### config.mk
export PLATFORM = sky130hd
export DESIGN_NAME = gwpf_front
export DESIGN_NICKNAME = d
export VERILOG_FILES = /design/src/hw/rtl/gwpf_pkg.sv /design/src/hw/rtl/gwpf_front.sv
export SDC_FILE = /design/constraint.sdc
export NUM_CORES = 1
export LEC_CHECK = 0
export BUFFER_PORTS_ARGS = -buffer_cell sky130_fd_sc_hd__buf_2
export CORE_ASPECT_RATIO = 1.4
export CORE_MARGIN = 10
export CORE_UTILIZATION = 51
export DETAILED_ROUTE_END_ITERATION = 10
export PLACE_DENSITY = 0.78
export SLEW_MARGIN = 20
export SYNTH_ARGS = -nofsm -noshare
export SYNTH_HDL_FRONTEND = slang
export SYNTH_SLANG_ARGS = --single-unit
### constraint.sdc
create_clock -name aclk -period 2.3 [get_ports aclk]
set_input_delay 0.345 -clock aclk [delete_from_list [all_inputs] [get_ports aclk]]
set_output_delay 0.345 -clock aclk [all_outputs]
set_load 0.005 [all_outputs]
### src/hw/rtl/gwpf_pkg.sv
// Shared types and constants for the grid wildcard pattern finder.
// No dependencies.
package gwpf_pkg;

    localparam int MAX_ROWS_DEF     = 64;
    localparam int MAX_COLS_DEF     = 64;
    localparam int PATTERN_ROWS_DEF = 4;
    localparam int PATTERN_COLS_DEF = 8;
    localparam int PAT_REGS         = 4;

    localparam logic [2:0] REG_PAT_ROW0 = 3'd0;
    localparam logic [2:0] REG_PAT_ROW1 = 3'd1;
    localparam logic [2:0] REG_PAT_ROW2 = 3'd2;
    localparam logic [2:0] REG_PAT_ROW3 = 3'd3;
    localparam logic [2:0] REG_PAT_W    = 3'd4;
    localparam logic [2:0] REG_PAT_H    = 3'd5;

    typedef enum logic [2:0] {
        OP_APPEND = 3'd0,
        OP_END_ROW = 3'd1,
        OP_CLEAR = 3'd2,
        OP_CHECK = 3'd3,
        OP_FIND = 3'd4
    } op_t;

    typedef struct packed {
        logic [2:0] op;
        logic [7:0] char_in;
        logic [5:0] query_x;
        logic [5:0] query_y;
    } in_item_t;

    typedef struct packed {
        logic       found;
        logic       done_res;
        logic [5:0] match_x;
        logic [5:0] match_y;
        logic       overflow;
    } out_item_t;

    typedef enum logic [2:0] {
        ST_IDLE,
        ST_EVAL,
        ST_READ,
        ST_CMP,
        ST_EMIT
    } be_state_t;

endpackage

### src/hw/rtl/gwpf_front.sv
// Front end: a two-entry queue of accepted items.
// Depends on gwpf_pkg.
module gwpf_front (
    input  logic               aclk,
    input  logic               aresetn,
    input  logic               s_valid,
    output logic               s_ready,
    input  gwpf_pkg::in_item_t s_data,
    output logic               q_valid,
    input  logic               q_ready,
    output gwpf_pkg::in_item_t q_data
);
    import gwpf_pkg::*;

    in_item_t   mem_reg [2];
    logic       wr_ptr_reg, wr_ptr_next;
    logic       rd_ptr_reg, rd_ptr_next;
    logic [1:0] cnt_reg, cnt_next;
    logic       push, pop;

    assign s_ready = (cnt_reg != 2'd2);
    assign q_valid = (cnt_reg != 2'd0);
    assign q_data  = mem_reg[rd_ptr_reg];
    assign push    = s_valid && s_ready;
    assign pop     = q_valid && q_ready;

    always_comb begin
        wr_ptr_next = push ? ~wr_ptr_reg : wr_ptr_reg;
        rd_ptr_next = pop ? ~rd_ptr_reg : rd_ptr_reg;
        cnt_next    = cnt_reg + {1'b0, push} - {1'b0, pop};
    end

    always_ff @(posedge aclk) begin
        if (push) begin
            mem_reg[wr_ptr_reg] <= s_data;
        end
    end

    always_ff @(posedge aclk) begin
        if (!aresetn) begin
            wr_ptr_reg <= 1'b0;
            rd_ptr_reg <= 1'b0;
            cnt_reg    <= 2'd0;
        end else begin
            wr_ptr_reg <= wr_ptr_next;
            rd_ptr_reg <= rd_ptr_next;
            cnt_reg    <= cnt_next;
        end
    end

endmodule

After elaboration in Yosys (flattened, before gate mapping):

Memories as Yosys holds them, arrays and structs flattened. A register that Yosys moved wholly into a read port is not among the register bits.
Cells that the tools add are included.

* muxes and demuxes: 4
* equality and inequality tests: 1
* reductions and logical operators: 3
* add/subtract/negate cells: 2
* bitwise gates (word level): 2

Operator list (count)
* $mux 1: 4
* $add 2x1->2: 1
* $logic_and 1x1->1: 2
* $ne 2x2->1 const B: 1
* $not 1->1: 2
* $reduce_bool 2->1: 1
* $sub 2x1->2: 1

* word-level logic and storage cells: 16
* output and inout bits: 25
* memories kept: 1
* RAM bits: 46
* register bits: 4
* input bits: 27

Memory list
* mem_reg: words 2, width 23, read ports 1, clocked after memory_dff 1, write ports 1, RTL line gwpf_front.sv:15 `in_item_t mem_reg [2];`

Longest topological paths before layout:

Gate-level depths: netlist (run 1).

* depth in word-level cells: 4
* mapped depth: 8

Worst setup path after synthesis (run 1):

Ideal clock, no wire load.

* path type: register -> register
* start: register cnt_reg[0]
* end: memory mem_reg[0][0] (netlist bit), enable pin
* setup slack: 0.308 ns
* path buffers: 0
* arrival: 1.590 ns
* required time: 1.897 ns
* stages on the path, launching flop included: 4
* library setup time: 0.403 ns
* cells stage by stage: dfxtp_1 -> nand2b_1 -> nand2_1 -> nor2_1

* word-level cells in the longest chain between the ends: 4

Ends and longest elaborated chain
* start, declared: RTL line gwpf_front.sv:18 `logic [1:0] cnt_reg, cnt_next;`
* start signal, assigned: RTL line gwpf_front.sv:47 `cnt_reg <= cnt_next;`
* $ne 2x2->1: RTL line gwpf_front.sv:21 `assign s_ready = (cnt_reg != 2'd2);`
* net s_ready: RTL line gwpf_front.sv:7 `output logic s_ready,`
* $logic_and 1x1->1: RTL line gwpf_front.sv:24 `assign push = s_valid && s_ready;`
* $mux 1: RTL line gwpf_front.sv:34 `if (push) begin`
* $mux 1 (not written as such): RTL line gwpf_front.sv:35 `mem_reg[wr_ptr_reg] <= s_data;`
* end, declared: RTL line gwpf_front.sv:15

The timed path passes the listed nets, and every way through them passes these cells.

==> results of run 1 <==
==> per-layer routing <==
layer	vias to the layer above	wire length [um]	global-route usage [%]
met1	493	1167	8.982
li1	480	-	-
met4	0	81	5.016
met2	29	2021	21.24
met3	7	207	4.423
met5	-	0	0
==> cell usage after synthesis, drive strengths merged, types with 2 or more instances <==
library cell / n
ha: 2
nor2b: 2
and2: 2
xnor2: 3
nand2: 2
dfxtp: 5
edfxtp: 46
buf: 2
nand2b: 2
mux2: 23
==> path summary, 6_finish.rpt <==
| path | start | to | slack (ns) | depth (start not counted) |
|---|---|---|---|---|
| max | flop | q_data[5] | 0.60 | 3 |
| min | s_data[1] | mem_reg[1][1]$_DFFE_PP_ | 0.24 | 1 |
| max reg2reg | cnt_reg[0]$_SDFF_PN0_ | cnt_reg[1]$_SDFF_PN0_ | 0.60 | 8 |
| min reg2reg | wr_ptr_reg$_SDFFE_PN0N_ | wr_ptr_reg$_SDFFE_PN0N_ | 0.51 | 2 |
==> through the flow <==
| step | utilization [%] | setup WS (ns) | cells |
|---|---|---|---|
| 2_1_floorplan | - | 0.3077 | 95 |
| 3_3_place_gp | 61.37 | 0.7289 | 190 |
| 3_5_place_dp | 61.37 | 0.6080 | 190 |
| 4_1_cts | 64.35 | 0.5680 | 198 |
| 5_1_grt | 64.35 | 0.4353 | 198 |
| 6_report | 64.35 | 0.5987 | 198 |
==> power breakdown <==
group          leakage [nW]  internal (mW)  switching, mW
sequential            0.471           1.17         0.0464
clock                0.0556          0.318          0.259
combinational         0.372          0.322          0.282
==> logic make-up (layout without fill, tap and decap cells) <==
logic type / Yosys count / in the layout / synth area share, %
xor+xnor: 3 / 3 / 1.385
flops: 51 / 51 / 78.05
buf+inv: 3 / 64 / 1.384
fa+ha+maj: 2 / 2 / 1.318
compound gates: 1 / 1 / 0.4615
mux: 24 / 24 / 14.17
simple gates: 11 / 11 / 3.230
==> layout make-up <==
cell class / instances / area, um^2
Fill cell: 285 / 1287
Timing Repair Buffer: 55 / 285.3
Sequential cell: 51 / 1481
Tap cell: 42 / 52.55
Clock inverter: 3 / 38.79
Inverter: 1 / 3.754
Multi-Input combinational cell: 41 / 392.9
Clock buffer: 5 / 68.82
==> flow_summary_export.csv, run 1 <==
group,metric,value,unit
worst_setup_path,slowest_stage,"mux2_2",
global_route,grt_first_pass_wirelength,5547,um
synthesis,yosysWarningCount,0,
pwr,power.density,1030,mW/mm^2
floorplan,coreArea,0.003611,mm^2
sta,worst_pin_slew,0.3149,ns
synthesis,ys_ff_latch,51,
detailed_routing,detail_route.wirelength,3478,um
synthesis,syn-num-nets,124,
worst_setup_path,cp.required,1.96,ns
synthesis,synth_edf_count,46,
layout,final_cell_mix,"51 x buf_2, 46 x edfxtp_1, 23 x mux2_2",
global_route,grt_pass1_vias,1184,
place,place_area,0.002216,mm^2
layout,num_antenna_cells,0,
worst_setup_path,critPathMaxStageDelay,0.36,ns
global_route,grt_util_all_layers,10.93,%
detailed_routing,via_per_inst,5.096,
clock_network,cts_resized,0,
detailed_routing,drc_errors,0,
pwr,p_leak,0.8986,nW
synthesis,synth.largest_area_cell,"edfxtp_1",
sta,post-route-min-period,1.701,ns
synthesis,synth_flop_cell,"edfxtp_1",
worst_setup_path,worstPathCellList,"buf_4, mux2_2, buf_2",
sta,hold_violations,0,
sta,skew,0.001612,ns
worst_setup_path,crit_buf_inv,2,
detailed_routing,postRouteAntennaNets,0,
clock_network,cts_num_sinks,51,
worst_setup_path,cp-start-kind,"flop",
detailed_routing,wire_per_inst,17.57,um
floorplan,dieArea,0.006597,mm^2
detailed_routing,dr.pass1.iters,3,
detailed_routing,drt_iter0_drc,28,
clock_network,post_cts_buffers,0,
clock_network,clockBufferDepth,2,
clock_network,cts-root-buf,"clkbuf_8",
synthesis,synth_top_area_share,72.78,%
floorplan,start_util,52.56,%
layout,syn2layout_area_growth,22.41,%
flow_run,cap_violations,0,
synthesis,ys_seq_area_share,78.05,%
synthesis,synthCells,95,
sta,drv_slew,0,
synthesis,synth.distinct_cells,16,
clock_network,cts.reportedPaths.clkPinSlew,0.08,ns
synthesis,async_flop_share,0,%
layout,drive_gt1_share,56.41,%
synthesis,netlist_area,0.001898,mm^2
worst_setup_path,critical_path.top_delay_family,"buffers and inverters",
place,dpl.hpwl,2642,um
worst_setup_path,critPathMaxFanout,15,
pwr,ir_drop,0.6526,mV
sta,max_freq,0.5878,GHz
layout,mostFrequentLayoutCell,"buf_2",
layout,nets,184,
place,gp_congestion,0.6531,
floorplan,row_count,26,
pwr,p_total,2.394,mW
worst_setup_path,worstSetupPathType,"flop to primary output",
global_route,grt-ovfl-total,0,
sta,finalSetupViolCount,0,
floorplan,top_level_ports,52,
worst_setup_path,cp-end-kind,"primary output",
global_route,antenna_found_initial,0,
clock_network,cts_max_level,2,
clock_network,clock_latency,0.29,ns
detailed_routing,via_count,1009,
synthesis,synth.avg_cell_area,19.98,um^2
sta,slew_headroom,79.01,%
clock_network,cts-hold-fix-buffers,0,
synthesis,synth_area_leaders,"edfxtp_1 73%, mux2_2 14%, dfxtp_1 5.3%, xnor2_1 1.4%, ha_1 1.3%",
floorplan,fp.dieW,71.56,um
clock_network,cts_buffers,5,
sta,whs,0.2366,ns
clock_network,cts_tree,"done",
place,port-buffer-count,51,
floorplan,die_y,92.19,um
sta,rsz0062_at_grt,"no",
layout,largest_reg_flops,46,
sta,period_share,73.97,%
run_status,status,"completed",
global_route,grt_max_degree,24,
sta,tns,0,ns
hold_path,hp-class,"input port to flop",
worst_setup_path,cp.arrival,1.36,ns
layout,finalInstanceArea,0.002323,mm^2
Note: power is estimated with default switching activity, not from simulation.
==> run 2: changes to the inputs <==
Settings changed: CORE_UTILIZATION 51 to 46, PLACE_DENSITY 0.78 to 0.74.
Clock period 2.3 ns to 1.4 ns, I/O delays scaled along.
==> run 2 against run 1 <==
Non-clock buffer count rose by 8. First-iteration DRC count rose by 89%. Design area up 18%. Clock skew rose by 0.0040 ns. Highest routed layer unchanged. Sequential cell count did not move. The run now ends with negative setup slack left. Hold slack got worse by 0.14 ns.
==> flow_summary_export.csv, run 2 (synthesis results as in run 1) <==
group,metric,value,unit
run_status,status,"finished, violations left",
run_status,violations,"negative setup slack",
layout,final_cell_mix,"46 x edfxtp_1, 29 x buf_2, 23 x mux2_4",
sta,setup_ws,-0.1237,ns
layout,nets,192,
global_route,grt_pass1_vias,1216,
detailed_routing,drt_iter0_drc,53,
layout,mostFrequentLayoutCell,"edfxtp_1",
pwr,p_leak,1.082,nW
layout,multi_input_area,539.3,um^2
clock_network,clock_latency,0.29,ns
clock_network,cts_tree,"done",
layout,finalInstanceArea,0.002730,mm^2
floorplan,start_util,48.02,%
pwr,ir_drop,1.195,mV
place,place_area,0.002331,mm^2
place,port-buffer-count,51,
sta,period_share,108.8,%
layout,largest_reg_flops,46,
sta,rsz0062_at_grt,"yes",
clock_network,cts_buffers,5,
clock_network,clockBufferDepth,2,
layout,syn2layout_area_growth,43.84,%
layout,register_area,0.001490,mm^2
worst_setup_path,reg2reg_depth,7,
layout,nFillCells,258,
clock_network,cts_max_level,2,
sta,max_freq,0.6563,GHz
clock_network,cts_num_sinks,51,
floorplan,fp.dieW,74.29,um
sta,worst_pin_slew,0.2023,ns
worst_setup_path,cp-start-kind,"flop",
pwr,power.density,1686,mW/mm^2
global_route,grt_first_pass_wirelength,5878,um
place,gp_congestion,0.6970,
global_route,grt_util_all_layers,11.00,%
floorplan,top_level_ports,52,
worst_setup_path,cp.arrival,1.72,ns
sta,post-route-min-period,1.524,ns
detailed_routing,drc_errors,0,
flow_run,cap_violations,0,
pwr,p_total,4.603,mW
detailed_routing,via_per_inst,5.164,
place,dpl.hpwl,2673,um
sta,drv_slew,0,
sta,slew_headroom,86.50,%
worst_setup_path,worstSetupPathType,"flop to flop",
detailed_routing,postRouteAntennaNets,0,
hold_path,hp-class,"input port to flop",
clock_network,cts-root-buf,"clkbuf_8",
layout,drive_gt1_share,64.63,%
global_route,grt-ovfl-total,0,
hold_path,worstHoldPathCells,1,
global_route,grt_max_degree,17,
detailed_routing,detail_route.wirelength,3985,um
floorplan,dieArea,0.007132,mm^2
worst_setup_path,cp.required,1.59,ns
floorplan,coreArea,0.003953,mm^2
layout,num_antenna_cells,0,
clock_network,cts.reportedPaths.clkPinSlew,0.08,ns
worst_setup_path,cp-end-kind,"flop",
detailed_routing,dr.pass1.iters,4,
sta,skew,0.005654,ns
detailed_routing,wire_per_inst,19.25,um
floorplan,die_y,96.01,um
worst_setup_path,critPathMaxFanout,3,
place,place_ws,-0.1447,ns
detailed_routing,via_count,1069,
sta,finalSetupViolCount,25,
sta,hold_violations,0,
global_route,antenna_found_initial,1,
sta,tns,-2.126,ns
floorplan,row_count,27,
run 2: changes by cell type in the layout (fill, tap and decap cells not counted), moves of 2 or more:
cell,previous run,this run
mux2_2,23,0
dfxtp_4,0,2
mux2_4,0,23
ha_1,2,0
buf_12,0,4
buf_2,51,29
buf_4,4,6
ha_4,0,2
dfxtp_1,5,2
buf_6,0,22
run 2: what timing repair did:
item                                    4_1_cts  5_1_grt
resized for setup                            28       27
endpoints found under the setup margin       26       25
hold buffers                                  0        0
gates cloned                                  0        1
buffers inserted                              1        1
pin swaps                                     5        3
run 2: area by class of cell:
class / instances / area share (%)
inverter: 1 / 0.1375
clock inverter: 2 / 0.4583
tap: 43 / 1.971
multi-input combinational: 41 / 19.75
timing repair buffer: 63 / 20.44
sequential: 51 / 54.58
clock buffer: 6 / 2.658
run 2: stage by stage:
step	hold WS [ns]	utilization, %	cells
detailed placement	0.4016	58.97	196
floorplan	0.3089	-	95
global placement	0.3987	58.97	196
global route	0.07500	69.07	207
finish	0.09832	69.07	207
CTS	0.08475	64.99	205
run 2: power by group:
part	switching (mW)	total, mW	leakage [nW]	internal [mW]
Combinational	0.644	1.77	0.568	1.12
Clock	0.444	0.794	0.0412	0.350
Sequential	0.109	2.04	0.473	1.93
Total	1.20	4.60	1.08	3.41
run 2: routing by layer:
| metal | global-route usage, % | vias to the layer above | part of all wire [%] |
|---|---|---|---|
| met4 | 4.128 | 0 | 1.0 |
| li1 | - | 493 | - |
| met2 | 19.52 | 32 | 58 |
| met3 | 4.737 | 4 | 6.7 |
| met1 | 11.07 | 540 | 35 |
| met5 | 0 | - | 0 |
run 2: worst max-delay path, stage by stage, from the launching register on:
cell and delay (ns):
dfxtp_4 0.37, o21a_4 0.21, ha_4 0.26, inv_2 0.04, ha_4 0.15, xnor2_2 0.13
xnor2_1 0.12, and2_1 0.15
run 2: path summary, 6_finish.rpt:
| kind | start | endpoint | slack, ns |
|---|---|---|---|
| hold reg to reg | wr_ptr_reg$_SDFFE_PN0N_ | wr_ptr_reg$_SDFFE_PN0N_ | 0.55 |
| setup / recovery | cnt_reg[1]$_SDFF_PN0_ | cnt_reg[1]$_SDFF_PN0_ | -0.12 |
| hold / removal | s_data[22] | mem_reg[1][22]$_DFFE_PP_ | 0.1 |
| setup reg to reg | cnt_reg[1]$_SDFF_PN0_ | cnt_reg[1]$_SDFF_PN0_ | -0.12 |
